`config.mk`:
```
export PLATFORM = sky130hd
export DESIGN_NAME = interval_timer_counter
export DESIGN_NICKNAME = d
export VERILOG_FILES = /design/src/rtl/itc_pkg.sv /design/src/rtl/itc_core.sv /design/src/rtl/interval_timer_counter.sv
export SDC_FILE = /design/constraint.sdc
export NUM_CORES = 1
export LEC_CHECK = 0
export BUFFER_PORTS_ARGS = -buffer_cell sky130_fd_sc_hd__buf_2
export CORE_MARGIN = 2
export CORE_UTILIZATION = 30
export CTS_BUF_LIST = sky130_fd_sc_hd__clkbuf_2 sky130_fd_sc_hd__clkbuf_4 sky130_fd_sc_hd__clkbuf_8
export DETAILED_ROUTE_END_ITERATION = 10
export PLACE_DENSITY = 0.57
export REMOVE_ABC_BUFFERS = 1
export SLEW_MARGIN = 0
export SYNTH_ARGS = -nofsm -noshare
export SYNTH_HDL_FRONTEND = slang
export SYNTH_HIERARCHICAL = 1
export SYNTH_SLANG_ARGS = --single-unit
```
`constraint.sdc`:
```
create_clock -name clk -period 3.7 [get_ports clk]
set_clock_uncertainty 0.15 [all_clocks]
set_input_delay 0.37 -clock clk [delete_from_list [all_inputs] [get_ports clk]]
set_output_delay 0.37 -clock clk [all_outputs]
set_load 0.05 [all_outputs]
```
`src/rtl/itc_pkg.sv`:
```
// Package: command codes, field widths and result type of the interval timer counter.
`default_nettype none
package itc_pkg;

	localparam int unsigned CMD_W   = 3;
	localparam int unsigned BYTE_W  = 8;
	localparam int unsigned COUNT_W = 2 * BYTE_W;
	localparam int unsigned IN_TDATA_W  = 8;
	localparam int unsigned OUT_TDATA_W = 16;

	localparam logic [CMD_W-1:0] CMD_TICK     = 3'd0;
	localparam logic [CMD_W-1:0] CMD_ONESHOT  = 3'd1;
	localparam logic [CMD_W-1:0] CMD_PERIODIC = 3'd2;
	localparam logic [CMD_W-1:0] CMD_LATCH    = 3'd3;
	localparam logic [CMD_W-1:0] CMD_WRITE    = 3'd4;
	localparam logic [CMD_W-1:0] CMD_READ     = 3'd5;

	typedef struct packed {
		logic [CMD_W-1:0]  command;
		logic [BYTE_W-1:0] data_byte;
	} item_t;

	typedef struct packed {
		logic              terminal_event;
		logic              out_level;
		logic [BYTE_W-1:0] read_data;
	} result_t;

endpackage
`default_nettype wire

```
`src/rtl/itc_core.sv`:
```
// Counter state of the interval timer and the per-word update logic.
`default_nettype none
module itc_core
	import itc_pkg::*;
(
	input  wire logic    clk,
	input  wire logic    arst_n,
	input  wire logic    en,
	input  wire item_t   item,
	output result_t      result
);

	logic [COUNT_W-1:0] count_q, reload_q, latched_q;
	logic [BYTE_W-1:0]  low_hold_q;
	logic               periodic_q, wr_high_q, rd_high_q, latch_held_q, counting_q, pin_q;

	logic [COUNT_W-1:0] count_d, reload_d, latched_d, count_dec, rd_src, new_count;
	logic [BYTE_W-1:0]  low_hold_d, rd_byte;
	logic               periodic_d, wr_high_d, rd_high_d, latch_held_d, counting_d, pin_d;
	logic               event_d;

	assign count_dec = count_q - COUNT_W'(1);
	assign rd_src    = latch_held_q ? latched_q : count_q;
	assign new_count = {item.data_byte, low_hold_q};

	always_comb begin
		count_d      = count_q;
		reload_d     = reload_q;
		latched_d    = latched_q;
		low_hold_d   = low_hold_q;
		periodic_d   = periodic_q;
		wr_high_d    = wr_high_q;
		rd_high_d    = rd_high_q;
		latch_held_d = latch_held_q;
		counting_d   = counting_q;
		pin_d        = pin_q;
		event_d      = 1'b0;
		rd_byte      = '0;
		unique case (item.command)
			CMD_TICK: begin
				if (counting_q) begin
					if (periodic_q) begin
						if (count_q == COUNT_W'(1)) begin
							count_d = reload_q;
							pin_d   = 1'b1;
						end else begin
							count_d = count_dec;
							if (count_dec == COUNT_W'(1)) begin
								pin_d   = 1'b0;
								event_d = 1'b1;
							end
						end
					end else begin
						count_d = count_dec;
						if (count_dec == '0 && !pin_q) begin
							pin_d   = 1'b1;
							event_d = 1'b1;
						end
					end
				end
			end
			CMD_ONESHOT, CMD_PERIODIC: begin
				periodic_d   = (item.command == CMD_PERIODIC);
				counting_d   = 1'b0;
				wr_high_d    = 1'b0;
				rd_high_d    = 1'b0;
				latch_held_d = 1'b0;
				pin_d        = (item.command == CMD_PERIODIC);
			end
			CMD_LATCH: begin
				if (!latch_held_q) begin
					latched_d    = count_q;
					latch_held_d = 1'b1;
				end
			end
			CMD_WRITE: begin
				if (!wr_high_q) begin
					low_hold_d = item.data_byte;
					wr_high_d  = 1'b1;
					if (!periodic_q) begin
						counting_d = 1'b0;
					end
				end else begin
					wr_high_d = 1'b0;
					reload_d  = new_count;
					if (!(periodic_q && counting_q)) begin
						count_d    = new_count;
						counting_d = 1'b1;
						pin_d      = periodic_q;
					end
				end
			end
			CMD_READ: begin
				if (!rd_high_q) begin
					rd_high_d = 1'b1;
					rd_byte   = rd_src[BYTE_W-1:0];
				end else begin
					rd_high_d    = 1'b0;
					latch_held_d = 1'b0;
					rd_byte      = rd_src[COUNT_W-1:BYTE_W];
				end
			end
			default: begin
			end
		endcase
	end

	assign result.read_data      = rd_byte;
	assign result.out_level      = pin_d;
	assign result.terminal_event = event_d;

	always_ff @(posedge clk or negedge arst_n) begin
		if (!arst_n) begin
			count_q      <= '0;
			reload_q     <= '0;
			latched_q    <= '0;
			low_hold_q   <= '0;
			periodic_q   <= 1'b0;
			wr_high_q    <= 1'b0;
			rd_high_q    <= 1'b0;
			latch_held_q <= 1'b0;
			counting_q   <= 1'b0;
			pin_q        <= 1'b1;
		end else if (en) begin
			count_q      <= count_d;
			reload_q     <= reload_d;
			latched_q    <= latched_d;
			low_hold_q   <= low_hold_d;
			periodic_q   <= periodic_d;
			wr_high_q    <= wr_high_d;
			rd_high_q    <= rd_high_d;
			latch_held_q <= latch_held_d;
			counting_q   <= counting_d;
			pin_q        <= pin_d;
		end
	end

endmodule
`default_nettype wire

```
`src/rtl/interval_timer_counter.sv`:
```
// Top level of the interval timer counter: input register, counter core, result register.
//
// One counter of an 8254-style interval timer in mode 0 (one-shot) or mode 2
// (periodic). Each input word is a tick or a bus access, selected by tuser;
// each produces exactly one result word. A word is registered on entry and
// its result is registered when the result port is free, so each result passes
// through the input register and then the result register, and one word per cycle
// is sustained; the only thing that slows intake is a stalled result port,
// once both the input and result registers are full.
`default_nettype none
module interval_timer_counter
	import itc_pkg::*;
(
	input  wire logic                   clk,
	input  wire logic                   arst_n,
	input  wire logic                   s_axis_tvalid,
	output logic                        s_axis_tready,
	input  wire logic [IN_TDATA_W-1:0]  s_axis_tdata,  // [7:0] data_byte
	input  wire logic [CMD_W-1:0]       s_axis_tuser,  // [2:0] command
	output logic                        m_axis_tvalid,
	input  wire logic                   m_axis_tready,
	output logic [OUT_TDATA_W-1:0]      m_axis_tdata   // [7:0] read_data, [8] out_level,
	                                                   // [9] terminal_event
);

	item_t   item_s1;
	logic    valid_s1;
	result_t res;
	result_t res_q;
	logic    out_valid_q;
	logic    advance;

	assign advance       = valid_s1 && (!out_valid_q || m_axis_tready);
	assign s_axis_tready = !valid_s1 || advance;

	always_ff @(posedge clk or negedge arst_n) begin
		if (!arst_n) begin
			valid_s1 <= 1'b0;
		end else if (s_axis_tready) begin
			valid_s1 <= s_axis_tvalid;
		end
	end

	always_ff @(posedge clk) begin
		if (s_axis_tvalid && s_axis_tready) begin
			item_s1.command   <= s_axis_tuser;
			item_s1.data_byte <= s_axis_tdata[BYTE_W-1:0];
		end
	end

	itc_core u_core (
		.clk    (clk),
		.arst_n (arst_n),
		.en     (advance),
		.item   (item_s1),
		.result (res)
	);

	always_ff @(posedge clk or negedge arst_n) begin
		if (!arst_n) begin
			out_valid_q <= 1'b0;
		end else if (advance) begin
			out_valid_q <= 1'b1;
		end else if (m_axis_tready) begin
			out_valid_q <= 1'b0;
		end
	end

	always_ff @(posedge clk) begin
		if (advance) begin
			res_q <= res;
		end
	end

	assign m_axis_tvalid = out_valid_q;
	assign m_axis_tdata  = {{(OUT_TDATA_W - BYTE_W - 2){1'b0}}, res_q};

endmodule
`default_nettype wire

```
==> results.txt <==
critical path depth: 8
total negative slack: 0 ns
via count: 3102
WL per Instance: 15.4 um
CP top delay family: compound AO/OA/AOI/OAI gates
RSZ-0062 raised after global routing: no
Synth Flop Type: dfrtp_1
crit path buf inv count: 1
initial drt markers: 167
reg-to-reg slack, setup: 0.82 ns
Die Height: 129 um
Synth top area share: 33.9%
post-route ant nets: 0
worst r2r path cells: 8
H-tree depth: 3
non-filler cells, final: 619
initial antenna violation count: 0
n_diodes: 0
fraction of the mapped netlist area in simple logic gates: 17.5%
max-slew violations: 0
area leader, netlist: dfrtp_1
post-layout min period: 2.88 ns
leading cell types by total area after synthesis: dfrtp_1 34%, edfxtp_1 14%, mux2_2 9.7%
Critical Path Start: u_core/count_q[0]$_DFFE_PN0P_
Cell Pwr Density: 728 nW/um2
cts repair resizes: 0
CP Class: reg -> reg
Seq/Total Area, Yosys: 48.0%
fin nets: 444
cell area after layout: 5130 um2
TritonCTS clock tree: built
Placed Area: 4770 um2
Setup Slack @ Placement: 0.800 ns
Synth cell types: 72
final core occ: 33.8%
total track usage: 12.6%
endpoints failing setup: 0
Slowest-stage cell, CP: dfrtp_1
Layout Area Growth over Synthesis: 10.3%
Cell Area, Synth: 4650 um2
Critical Path End Type: flip-flop
CTS buffer count: 9
CP peak stage delay: 0.53 ns
Die Width: 129 um
1st-pass router iterations: 4
Critical R2R Capture: m_axis_tdata[9]$_DFFE_PP_
Worst Setup EP: m_axis_tdata[9]$_DFFE_PP_
Leak: 2.08 nW
I/O Buffers: 26
Bufs on Longest Clock Path: 2
Synth Warn #: 6
DRC: 0
largest net degree at the start of global routing: 37
clk_lat worst skew: 0.38 ns
reg2reg start: u_core/count_q[0]$_DFFE_PN0P_
mux cell area share after synthesis: 14.1%
filler instances: 1531
Synth Instances: 406
type of origin of the critical path: flip-flop
maximum VDD drop: 0.176 mV
clock sink total: 85
Synth Register Bits: 85
max cap viols: 0
largest family of logic cells by synthesized area: simple AND/OR/NAND/NOR gates
syn_area_per_cell: 11.5 um2
Synth Area in Compound Gates: 10.1%
Post-synth EDFFs: 21
ys async rst share: 75.3%
CTS root buf: clkbuf_8
Core Box Area: 15200 um2
share of layout cells above drive strength 1: 26.5%
total gr overflow: 0
Die ar.: 16500 um2
WL final: 9.56 mm
Placed Instances: 592
Synth Area in XOR/XNOR: 2.45%
worst hold start: s_axis_tuser[2]
io pins: 33
CP Cell Sequence: inv_1 -> ha_1 -> or3b_1 -> o22ai_1 -> a31oi_1 -> nor3_1 -> nand3b_1 -> a2111oi_0
Required @ worst endpoint: 3.66 ns
crit path max fanout: 9
status: finished, final reports clean
gpl congestion: 0.827
fmax: 347 MHz
Via-to-Cell Ratio: 5.01
critical path arrival: 2.84 ns
Slew @ Worst Pin: 0.858 ns
Post-DP HPWL: 6.48 mm
Rows: 45
hold crit path type: in -> reg
final worst slack: 0.822 ns
Tcrit/Tclk final: 77.8%
Starting Density: 30.6%
clock-pin slew on the worst setup and hold paths: 0.08 ns
Max transition margin: 42.8%
first-pass GRT wire length: 16.1 mm
adder-cell area share of the yosys netlist: 0.807%
final hold viol count: 0
vias in the first global route: 3031
## layout by cell type (no fill, tap or decap), types with 11 or more instances in the layout
cell	synthesis	layout
a31oi_1	15	15
buf_2	9	26
dfrtp_1	63	63
dlygate4sd3_1	0	11
edfxtp_1	21	21
mux2_2	40	40
nand2_1	45	45
nor2_1	32	32
o211ai_1	13	13
o21ai_0	11	11
## flip-flops by register name (all words and copies together), names as in the netlist
| signal | cells |
|---|---|
| u_core/pin_q | 1 |
| u_core/latched_q | 16 |
| u_core/rd_high_q | 1 |
| u_core/latch_held_q | 1 |
| u_core/periodic_q | 1 |
| u_core/counting_q | 1 |
| m_axis_tvalid | 1 |
| u_core/wr_high_q | 1 |
| valid_s1 | 1 |
| u_core/count_q | 16 |
| u_core/reload_q | 16 |
| u_core/low_hold_q | 8 |
| item_s1 | 11 |
| m_axis_tdata | 10 |
## worst min-delay path by stage
stage / cells after the start / endpoint / slack [ns]
floorplan: 0 / m_axis_tvalid$_DFFE_PN0P_ / -0.08
global placement: 1 / m_axis_tvalid$_DFFE_PN0P_ / 0.32
detailed placement: 1 / valid_s1$_DFFE_PN0P_ / 0.32
CTS: 1 / item_s1[10]$_DFFE_PP_ / 0.002
global route: 1 / item_s1[10]$_DFFE_PP_ / 0.009
finish: 1 / item_s1[10]$_DFFE_PP_ / 0.02
## stage by stage
stage | hold slack, ns | total power, mW
after floorplan | -0.0756 | 2.56
after global placement | 0.315 | 2.87
after detailed placement | 0.322 | 2.92
after CTS | 0.00202 | 3.77
after global routing | 0.00903 | 4.00
final | 0.0248 | 3.74
## per-layer routing
metal  global-route usage [%]  wire length, um  vias up
met4                     4.67              104        0
met2                     19.2             4260       73
met3                     3.41              443        7
met1                     17.1             4740     1517
met5                        0                0        -
li1                         -                -     1505
## cell families (layout without fill, tap and decap cells)
logic type | count (synthesis) | in the layout
xor gates and xnor gates | 13 | 13
DFF | 85 | 85
AOI/OAI and AO/OA | 66 | 66
and+or+nand+nor | 145 | 145
other | 1 | 6
muxes | 50 | 50
adders and majority gates | 3 | 3
buffers and inverters | 43 | 63
## cells in the mapped netlist (3+ instances only)
library cell / n
a211oi_1: 5
a31oi_1: 15
and3_1: 3
buf_2: 9
buf_4: 11
buf_6: 5
clkbuf_1: 5
clkbuf_8: 3
dfrtp_1: 63
edfxtp_1: 21
ha_1: 3
inv_1: 4
mux2_2: 40
mux4_2: 7
nand2_1: 45
nand2b_1: 4
nand3_1: 7
nand3b_1: 4
nand4_1: 4
nor2_1: 32
nor2b_1: 10
nor3_1: 7
nor3_2: 3
nor3b_1: 3
o211ai_1: 13
o21ai_0: 11
o22ai_1: 3
xnor2_1: 5
xor2_1: 8
## layout make-up
class,instances,area (um2),area share [%]
Tap cell,188,235,4.58
Clock inverter,5,108,2.10
Inverter,5,18.8,0.366
Sequential cell,85,2230,43.5
Timing Repair Buffer,42,278,5.41
Multi-Input combinational cell,283,2110,41.2
Clock buffer,11,145,2.83
## report_power, final
group / switching [mW] / internal [mW]
logic: 0.583 / 0.642
clock network: 0.348 / 0.477
registers: 0.441 / 1.25
## timing repair
action	in CTS	in global routing
setup buffers	0	0
hold buffers	10	1
endpoints found under the hold margin	36	1
(Power assumes the default switching activity.)
